<file path="src/design/btim_pkg.sv">
// Shared types and constants for the bucketed tag id mapper.
// No dependencies; imported by every module of the block.
package btim_pkg;

   localparam int BUCKET_SLOTS      = 64;
   localparam int SLOT_BITS         = 6;
   localparam int TAG_BITS          = 8;
   localparam int ROW_BITS          = BUCKET_SLOTS * TAG_BITS;
   localparam int INDEX_BITS        = 12;
   localparam int POS_BITS          = 16;
   localparam int ID_BITS           = 18;
   localparam int STATUS_BITS       = 2;
   localparam int STORE_ENTRIES_DEF = 4096;

   localparam logic [TAG_BITS-1:0] TAG_EMPTY = 8'hFF;

   localparam logic [STATUS_BITS-1:0] STATUS_FOUND    = 2'd0;
   localparam logic [STATUS_BITS-1:0] STATUS_INSERTED = 2'd1;
   localparam logic [STATUS_BITS-1:0] STATUS_FULL     = 2'd2;

   typedef struct packed {
      logic [SLOT_BITS-1:0]   probe;   // probe count to the stop slot
      logic [SLOT_BITS-1:0]   slot;    // slot inside the bucket
      logic [STATUS_BITS-1:0] status;
      logic                   wr_en;   // row must be written back
   } probe_res_type;

endpackage

</file>
<file path="src/design/btim_probe.sv">
// Probe resolution over one bucket row: first empty or matching slot from offset.
// Depends on btim_pkg.
module btim_probe import btim_pkg::*; (
   input  logic [ROW_BITS-1:0]  row,
   input  logic [SLOT_BITS-1:0] offset,
   input  logic [TAG_BITS-1:0]  tag,
   output probe_res_type        res
);

   logic [BUCKET_SLOTS-1:0]   hit;
   logic [BUCKET_SLOTS-1:0]   empty;
   logic [2*BUCKET_SLOTS-1:0] hit_dbl;
   logic [BUCKET_SLOTS-1:0]   rot;
   logic [SLOT_BITS-1:0]      probe;
   logic [SLOT_BITS-1:0]      slot;

   always_comb begin
      for (int s = 0; s < BUCKET_SLOTS; s++) begin
         empty[s] = row[s*TAG_BITS +: TAG_BITS] == TAG_EMPTY;
         hit[s]   = empty[s] || (row[s*TAG_BITS +: TAG_BITS] == tag);
      end
   end

   // rotate so that bit k is the slot reached after k probes
   assign hit_dbl = {hit, hit} >> offset;
   assign rot     = hit_dbl[BUCKET_SLOTS-1:0];

   always_comb begin
      probe = '0;
      for (int k = BUCKET_SLOTS - 1; k >= 0; k--) begin
         if (rot[k]) begin
            probe = SLOT_BITS'(k);
         end
      end
   end

   assign slot = offset + probe;   // wraps inside the bucket

   always_comb begin
      res.probe = probe;
      res.slot  = slot;
      if (!(|rot)) begin
         res.status = STATUS_FULL;
         res.wr_en  = 1'b0;
      end else if (empty[slot]) begin
         res.status = STATUS_INSERTED;
         res.wr_en  = 1'b1;
      end else begin
         res.status = STATUS_FOUND;
         res.wr_en  = 1'b0;
      end
   end

endmodule
</file>
<file path="config.mk">
export PLATFORM = sky130hd
export DESIGN_NAME = btim_probe
export DESIGN_NICKNAME = d
export VERILOG_FILES = /design/src/design/btim_pkg.sv /design/src/design/btim_probe.sv
export SDC_FILE = /design/constraint.sdc
export NUM_CORES = 1
export LEC_CHECK = 0
export ABC_AREA = 1
export BUFFER_PORTS_ARGS = -buffer_cell sky130_fd_sc_hd__buf_4
export CAP_MARGIN = 20
export CORE_AREA = 2 2 213 215
export DETAILED_ROUTE_END_ITERATION = 6
export DIE_AREA = 0 0 215 217
export GPL_TIMING_DRIVEN = 1
export PLACE_DENSITY_LB_ADDON = 0.1
export SLEW_MARGIN = 20
export SYNTH_ARGS = -nofsm -noshare
export SYNTH_HDL_FRONTEND = slang
export SYNTH_SLANG_ARGS = --single-unit
</file>
<file path="constraint.sdc">
create_clock -name vclk -period 8.2
set_clock_uncertainty 0.15 [all_clocks]
set_input_delay 0.41 -clock vclk [all_inputs]
set_output_delay 0.41 -clock vclk [all_outputs]
set_load 0.05 [all_outputs]
</file>
==> flow_summary.toml, run 1 <==
[run_status]
status = "finished, violations left"
violations = "setup timing"

[drt]
wire_per_inst_um = 21.5
top_layer_used = "met4"
wl_met3_um = 5750
drt_iter0_drc = 1887
viasPerCell = 5.29
route.met2.wl_um = 43000
finalWirelength_um = 88700
ant_nets = 0
drtPass1Iterations = 6
vias = 21800
wl_met1_um = 36700
drc = 0

[logic_synthesis]
synth.most_common_cell = "nand2_1"
synth.avg_cell_area_um2 = 5.23
yosys.area.top_type = "xnor2_1"
netlist_instances = 2755
ys_types = 37
seq_area_frac_synth = 0
yosysTopAreaCellShare = 0.296
synth_area_um2 = 14400
yosys-top-cells-area = "xnor2_1 (30%), nand2_1 (26%), nand3_1 (15%)"
syn-num-nets = 3287
yosys_warnings = 0
ys_top_cells_by_count = "nand2_1 (1011), xnor2_1 (487), nand3_1 (420)"

[sta]
whs_ns = 1.50
fin_ws_ns = -0.403
tightest_slew_ns = 0.812
fin_crit_sh = 1.05
hold_violations = 0
setup-tns-final_ns = -0.806
grt_setup_unrepaired = "yes"
fmax_ghz = 0.116
final.min_clock_period_ns = 8.60
report.final.slew_viol_count = 0
maxSlewHeadroom = 0.454
setup_viol = 2

[placement]
hpwl_um = 73200
placedCellCount = 4077
io_buffers = 541
dpl_cell_area_um2 = 21400
routabilityCongestion = 1.04
detailedPlace.worstSlack_ns = -0.881

[finish]
seq_cells = 0
diodes = 0
fin_cells = 4123
nets = 4057
seq_area_um2 = 0
utilization = 0.541
syn_to_final_growth_pct = 67.9
stdcell_area_um2 = 24200
drive_gt1_frac = 0.377
clock_buffers = 0

[setup_path]
crit_slowest_cell = "fa_2"
cp-start-kind = "primary input"
crit_fanout = 13
crit_type = "in -> out"
crit_family = "simple AND/OR/NAND/NOR gates"
end_kind = "primary output"
cpMostUsedCell = "nand2_1"
crit_arrival_ns = 8.04
slowest_delay_ns = 0.37
path_buf_inv = 9
required_ns = 7.64

[pwr]
p_per_area_nw_per_um2 = 71.0
p_leak_nw = 11.6
peakVddDrop_uv = 63.6
totalPowerFinal_mw = 1.72

[clocking]
hold_buffers = 0

[floorplanning]
die_area_um2 = 46700
fp-row-count = 78
initial_core_util = 0.322
die_h_um = 217
ios = 541
die_w_um = 215
core-area_um2 = 44700

[global_route]
grt-ovfl-total = 0
antenna_found_initial = 0
grt_pass1_vias = 21200
grt_use_total = 0.358
grt_max_degree = 40
grt_pass1_wl_um = 129000

[hold_path]
min_path_type = "in -> out"

[job]
maxCapViolCount = 0
-- layer usage --
| metal | vias up | GRT usage |
|---|---|---|
| li1 | 10400 | - |
| met1 | 10200 | 0.455 |
| met2 | 1002 | 0.638 |
| met3 | 170 | 0.0331 |
| met4 | 0 | 0.114 |
| met5 | - | 0 |
-- kinds of logic after synthesis --
logic type,Yosys count,share of synthesized area
xor gates and xnor gates,489,0.297
adders and majority gates,6,0.00573
buffers and inverters,273,0.0980
AOI/OAI and AO/OA,201,0.0790
and+or+nand+nor,1785,0.519
muxes,1,0.000695
-- final timing paths --
kind / start / to / slack, ns / depth (start not counted)
max: tag[1] / res[0] / -0.40 / 88
min: offset[0] / res[3] / 1.50 / 5
-- where the power goes --
group          switching [mW]  internal [mW]
clock                       0              0
sequential                  0              0
combinational           0.928          0.791
total                   0.928          0.791
-- cell usage in the layout, fill, tap and decap left out, drive strengths merged, types with 13 or more instances in the layout --
master  netlist  routed
a21oi        34      34
a31oi        28      28
or2          16      16
nand2      1011    1011
nand4        75      75
inv         124     123
a221oi       13      13
nor2        249     249
xnor2       487     487
o21ai       107     107
nand3       420     420
buf         107     906
-- area by class of cell --
cell class | count | area, µm²
Multi-Input combinational cell | 2482 | 15100
Inverter | 126 | 479
Tap cell | 600 | 751
Fill cell | 4646 | 20500
Timing Repair Buffer | 915 | 7900
-- timing repair --
action | CTS | global route
gates resized for setup | 194 | 283
setup endpoints to repair | 2 | 7
cloned | 8 | 4
buffers inserted | 19 | 15
pin swaps | 23 | 30
(Power assumes the default switching activity.)
==> run 2: changes to the inputs <==
CELL_PAD_IN_SITES_DETAIL_PLACEMENT = 1   (was unset)
CELL_PAD_IN_SITES_GLOBAL_PLACEMENT = 1   (was unset)
CORE_AREA = unset   (was 2 2 213 215)
CORE_MARGIN = 2   (was unset)
CORE_UTILIZATION = 33   (was unset)
DIE_AREA = unset   (was 0 0 215 217)
==> flow_summary.toml, run 2 (synthesis results as in run 1) <==
[run_status]
status = "finished, violations left"
violations = "setup timing"

[drt]
drt_iter0_drc = 1539
vias = 22500
drtPass1Iterations = 5
drc = 0
viasPerCell = 5.49
finalWirelength_um = 94800
ant_nets = 0
wire_per_inst_um = 23.1

[setup_path]
crit_arrival_ns = 8.20
end_kind = "primary output"
crit_fanout = 16
cp-start-kind = "primary input"
cpMostUsedCell = "nand2_1"
required_ns = 7.64
crit_slowest_cell = "fa_2"
crit_type = "in -> out"
slowest_delay_ns = 0.47

[finish]
seq_cells = 0
seq_area_um2 = 0
syn_to_final_growth_pct = 60.0
nets = 4038
layout_commonest_cell = "nand2_1"
clock_buffers = 0
utilization = 0.535
drive_gt1_frac = 0.336
mostFrequentLayoutCells = "nand2_1 (969), buf_4 (826), xnor2_1 (472)"

[pwr]
p_leak_nw = 11.1
peakVddDrop_uv = 56.0
p_per_area_nw_per_um2 = 72.2
totalPowerFinal_mw = 1.66

[placement]
io_buffers = 541
hpwl_um = 78300
routabilityCongestion = 1.02
detailedPlace.worstSlack_ns = -1.05

[sta]
fin_ws_ns = -0.561
report.final.slew_viol_count = 0
maxSlewHeadroom = 0.486
tightest_slew_ns = 0.764
final.min_clock_period_ns = 8.76
fin_crit_sh = 1.07
whs_ns = 1.49
grt_setup_unrepaired = "yes"
fmax_ghz = 0.114
setup_viol = 2
hold_violations = 0

[job]
maxCapViolCount = 0

[global_route]
grt-ovfl-total = 0
antenna_found_initial = 6
grt_pass1_vias = 23500
grt_use_total = 0.398
grt_max_degree = 56
grt_pass1_wl_um = 137000

[floorplanning]
die_h_um = 213
ios = 541
fp-row-count = 76
die_w_um = 213
die_area_um2 = 45400
core-area_um2 = 43100
initial_core_util = 0.335

[clocking]
hold_buffers = 0

[hold_path]
min_path_type = "in -> out"
==> run 2: cell type report <==
class / instances / area, µm²
Fill cell: 6050 / 20000
Multi-Input combinational cell: 2482 / 14300
Timing Repair Buffer: 896 / 7560
Tap cell: 585 / 732
Inverter: 126 / 477
Antenna cell: 6 / 15.0
==> run 2: repair_timing <==
action / in CTS / in global routing
cloned: 9 / 2
pin swaps: 24 / 17
endpoints found under the hold margin: 0 / 0
endpoints found under the setup margin: 3 / 7
gates resized for setup: 169 / 153
setup buffers: 15 / 11
==> run 2: worst paths after layout <==
path                  startpoint      to  cells after the start  slack [ns]
worst min-delay path   offset[0]  res[3]                      5        1.49
worst max-delay path      tag[2]  res[1]                     86       -0.56
==> run 2: critical path, delay by kind of cell <==
kind / cells / cell delay, ns
adder cells (fa/ha/maj): 2 / 0.63
XOR/XNOR: 1 / 0.20
AND/OR/NAND/NOR: 69 / 4.47
buffers and inverters: 7 / 1.10
AO/OA/AOI/OAI: 7 / 1.32
==> run 2: routing by layer <==
| metal | vias to the layer above | global-route usage | routed length, µm |
|---|---|---|---|
| li1 | 10400 | - | - |
| met4 | 0 | 0.177 | 4870 |
| met2 | 959 | 0.702 | 45400 |
| met1 | 10900 | 0.480 | 38200 |
| met3 | 249 | 0.0512 | 6280 |
| met5 | - | 0 | 0 |
==> run 2: through the flow <==
step	std cells	instance area, µm²	setup TNS, ns
6_report	4095	23100	-1.12
5_1_grt	4095	23100	-4.32
4_1_cts	4076	22200	-0.756
3_5_place_dp	4052	21100	-2.09
3_3_place_gp	4052	21100	-2.13
2_1_floorplan	2755	14500	0
==> run 2: where the power goes <==
part           internal, mW  switching [mW]
sequential                0               0
combinational         0.745           0.919
clock          0.0000000980               0
total                 0.745           0.919
==> run 3: changes to the inputs <==
ABC_AREA = unset   (was 1)
CORE_UTILIZATION = 39   (was 33)
==> flow_summary.toml, run 3 <==
[run_status]
status = "stopped before the end"
failed_stage = "global routing (5_1_grt)"
stop_error = "[ERROR GRT-0232] Routing congestion too high. Check the congestion heatmap in the GUI."

[sta]
crit_endpoint = "res[1]"
endpoint_type = "top-level output"

[logic_synthesis]
yosysTopAreaCellShare = 0.260
synth_fa_ha_area_frac = 0.00486
ys_types = 87
yosys.area_share.simple = 0.213
ys_top_cells_by_count = "xor2_1 (505), nor2_1 (182), nand4_1 (142)"
synth_compound_area_frac = 0.262
yosys.area.top_type = "xor2_1"
netlist_instances = 2182
yosys_warnings = 0
muxShareOfSynthArea = 0.196
seq_area_frac_synth = 0
synth_top_family_by_area = "XOR/XNOR gates"
syn-num-nets = 2714
synth_area_um2 = 17000
synth.avg_cell_area_um2 = 7.79
yosys-top-cells-area = "xor2_1 (26%), mux4_2 (15%), a211oi_1 (5.7%)"
synth.most_common_cell = "xor2_1"
synthXorXnorAreaFrac = 0.267

[global_route]
grt-ovfl-total = 104
antenna_found_initial = 21
grt_use_total = 0.766
grt_max_degree = 65

[placement]
hpwl_um = 107000
io_buffers = 541
routabilityCongestion = 1.24
placedCellCount = 3648

[floorplanning]
initial_core_util = 0.395
fp-row-count = 76
die_w_um = 213
die_h_um = 213
ios = 541

[clocking]
hold_buffers = 0
[run 3: kinds of logic after synthesis]
logic type                 count (synthesis)
and+or+nand+nor                          683
AOI/OAI and AO/OA                        628
xor gates and xnor gates                 517
muxes                                    192
buffers and inverters                    156
adders and majority gates                  6
[run 3: metal layers]
| metal | overflow | GRT usage |
|---|---|---|
| met1 | 3 | 0.748 |
| met2 | 47 | 0.943 |
| met3 | 6 | 0.609 |
| met4 | 45 | 0.766 |
| met5 | 3 | 0.417 |
[run 3: stage by stage]
stage	cell area, µm²	setup TNS, ns	setup slack (ns)	utilization	hold slack, ns
2_1_floorplan	17000	0	0.0415	-	1.06
3_3_place_gp	24800	-0.855	-0.428	0.575	1.67
3_5_place_dp	24800	-0.753	-0.378	0.576	1.69
4_1_cts	24900	0	0.00441	0.577	1.69
[run 3: timing repair]
item                                    in CTS
resized for setup                           17
endpoints found under the setup margin       2
setup buffers                                0
==> run 4: changes to the inputs <==
CELL_PAD_IN_SITES_DETAIL_PLACEMENT = unset   (was 1)
CELL_PAD_IN_SITES_GLOBAL_PLACEMENT = unset   (was 1)
CORE_UTILIZATION = 29   (was 39)
PLACE_DENSITY_LB_ADDON = 0.15   (was 0.1)
==> flow_summary.toml, run 4 <==
[clocking]
hold_buffers = 0

[logic_synthesis]
yosys_warnings = 0
synth.most_common_cell = "xor2_1"
seq_area_frac_synth = 0
ys_types = 87
yosys-top-cells-area = "xor2_1 (26%), mux4_2 (15%), a211oi_1 (5.7%)"
ys_top_cells_by_count = "xor2_1 (505), nor2_1 (182), nand4_1 (142)"
yosys.area.top_type = "xor2_1"
synth.avg_cell_area_um2 = 7.79
syn-num-nets = 2714
synth_area_um2 = 17000
yosysTopAreaCellShare = 0.260
netlist_instances = 2182

[sta]
tightest_slew_ns = 0.968
whs_ns = 1.56
grt_setup_unrepaired = "no"
fin_crit_sh = 1.01
fin_ws_ns = -0.0740
report.final.slew_viol_count = 0
setup_viol = 2
maxSlewHeadroom = 0.349
final.min_clock_period_ns = 8.27
setup-tns-final_ns = -0.147
hold_violations = 0
fmax_ghz = 0.121

[floorplanning]
die_area_um2 = 60600
die_h_um = 246
initial_core_util = 0.294
ios = 541
core-area_um2 = 57800
fp-row-count = 88
die_w_um = 246

[setup_path]
cpMostUsedCell = "buf_4"
crit_arrival_ns = 7.71
endpoint = "res[1]"
required_ns = 7.64
slowest_delay_ns = 0.61
crit_slowest_cell = "a32oi_1"
cp-start-kind = "primary input"
crit_start = "tag[1]"
crit_type = "in -> out"
crit_fanout = 17
end_kind = "primary output"

[global_route]
grt-ovfl-total = 0
antenna_found_initial = 3
grt_max_degree = 65
grt_pass1_wl_um = 171000
grt_pass1_vias = 24400
grt_use_total = 0.385

[placement]
routabilityCongestion = 1.07
detailedPlace.worstSlack_ns = -0.118
hpwl_um = 104000
placedCellCount = 3805
io_buffers = 541
dpl_cell_area_um2 = 24900

[finish]
mostFrequentLayoutCells = "buf_4 (973), xor2_1 (505), nor2_1 (181)"
nets = 3577
syn_to_final_growth_pct = 48.8
seq_area_um2 = 0
stdcell_area_um2 = 25300
fin_cells = 3809
layout_commonest_cell = "buf_4"
drive_gt1_frac = 0.407
seq_cells = 0
clock_buffers = 0

[hold_path]
min_path_type = "in -> out"

[drt]
drc = 0
viasPerCell = 6.35
drt_iter0_drc = 2710
wire_per_inst_um = 31.9
ant_nets = 0
drtPass1Iterations = 6
vias = 24200
finalWirelength_um = 122000

[job]
maxCapViolCount = 0

[pwr]
p_leak_nw = 10.7
p_per_area_nw_per_um2 = 68.5
peakVddDrop_uv = 141

[run_status]
status = "finished, violations left"
violations = "setup timing"
## run 4: cell counts after synthesis
Identical to the previous run, type by type.
## run 4: worst min-delay path by stage
stage / from / to / slack (ns) / cells past startpoint
after floorplan: offset[0] / res[3] / 1.06 / 1
after global placement: offset[3] / res[6] / 1.52 / 5
after detailed placement: offset[3] / res[6] / 1.54 / 5
after CTS: offset[3] / res[6] / 1.54 / 5
after global routing: offset[3] / res[6] / 1.60 / 5
final: offset[3] / res[6] / 1.56 / 5
## run 4: per-layer routing
layer / part of all wire / global-route usage / wire length (µm)
met2: 0.46 / 0.633 / 55500
met1: 0.38 / 0.460 / 45700
met5: 0.000082 / 0 / 10
met4: 0.071 / 0.216 / 8660
met3: 0.096 / 0.0885 / 11600
## run 4: power by group
group | leakage [nW] | internal [mW] | switching (mW)
registers | 0 | 0 | 0
clock network | 0.00000634 | 0.0000000163 | 0
logic | 10.7 | 0.759 | 0.974
total | 10.7 | 0.759 | 0.974
## run 4: worst max-delay path: cells and delay by family
family	cells	cell delay, ns
buffers and inverters	7	1.37
XOR/XNOR	1	0.16
multiplexers	4	1.96
AO/OA/AOI/OAI	8	2.25
AND/OR/NAND/NOR	3	0.75
adder cells (fa/ha/maj)	2	0.77
## run 4: cell families after synthesis
logic type	count (synthesis)	share of synthesized area
simple gates	683	0.213
compound gates	628	0.262
xor+xnor	517	0.267
mux	192	0.196
buf+inv	156	0.0581
fa+ha+maj	6	0.00486
## run 4: layout make-up
| type | instances | area, µm² |
|---|---|---|
| antenna | 1 | 2.50 |
| fill | 5967 | 32500 |
| inverter | 10 | 38.8 |
| multi-input combinational | 2026 | 16400 |
| tap | 765 | 957 |
| timing repair buffer | 1007 | 7920 |
## run 4: metrics by stage
| step | power (mW) | util |
|---|---|---|
| after global routing | 1.81 | 0.438 |
| after floorplan | 0.793 | - |
| after global placement | 1.65 | 0.431 |
| after detailed placement | 1.66 | 0.431 |
| final | 1.73 | 0.438 |
| after CTS | 1.67 | 0.432 |
## run 4: repair_timing
item | CTS | global route
setup endpoints to repair | 2 | 2
pin swaps | 1 | 2
setup buffers | 2 | 1
gates cloned | 0 | 0
resized for setup | 10 | 58
hold endpoints to repair | 0 | 0
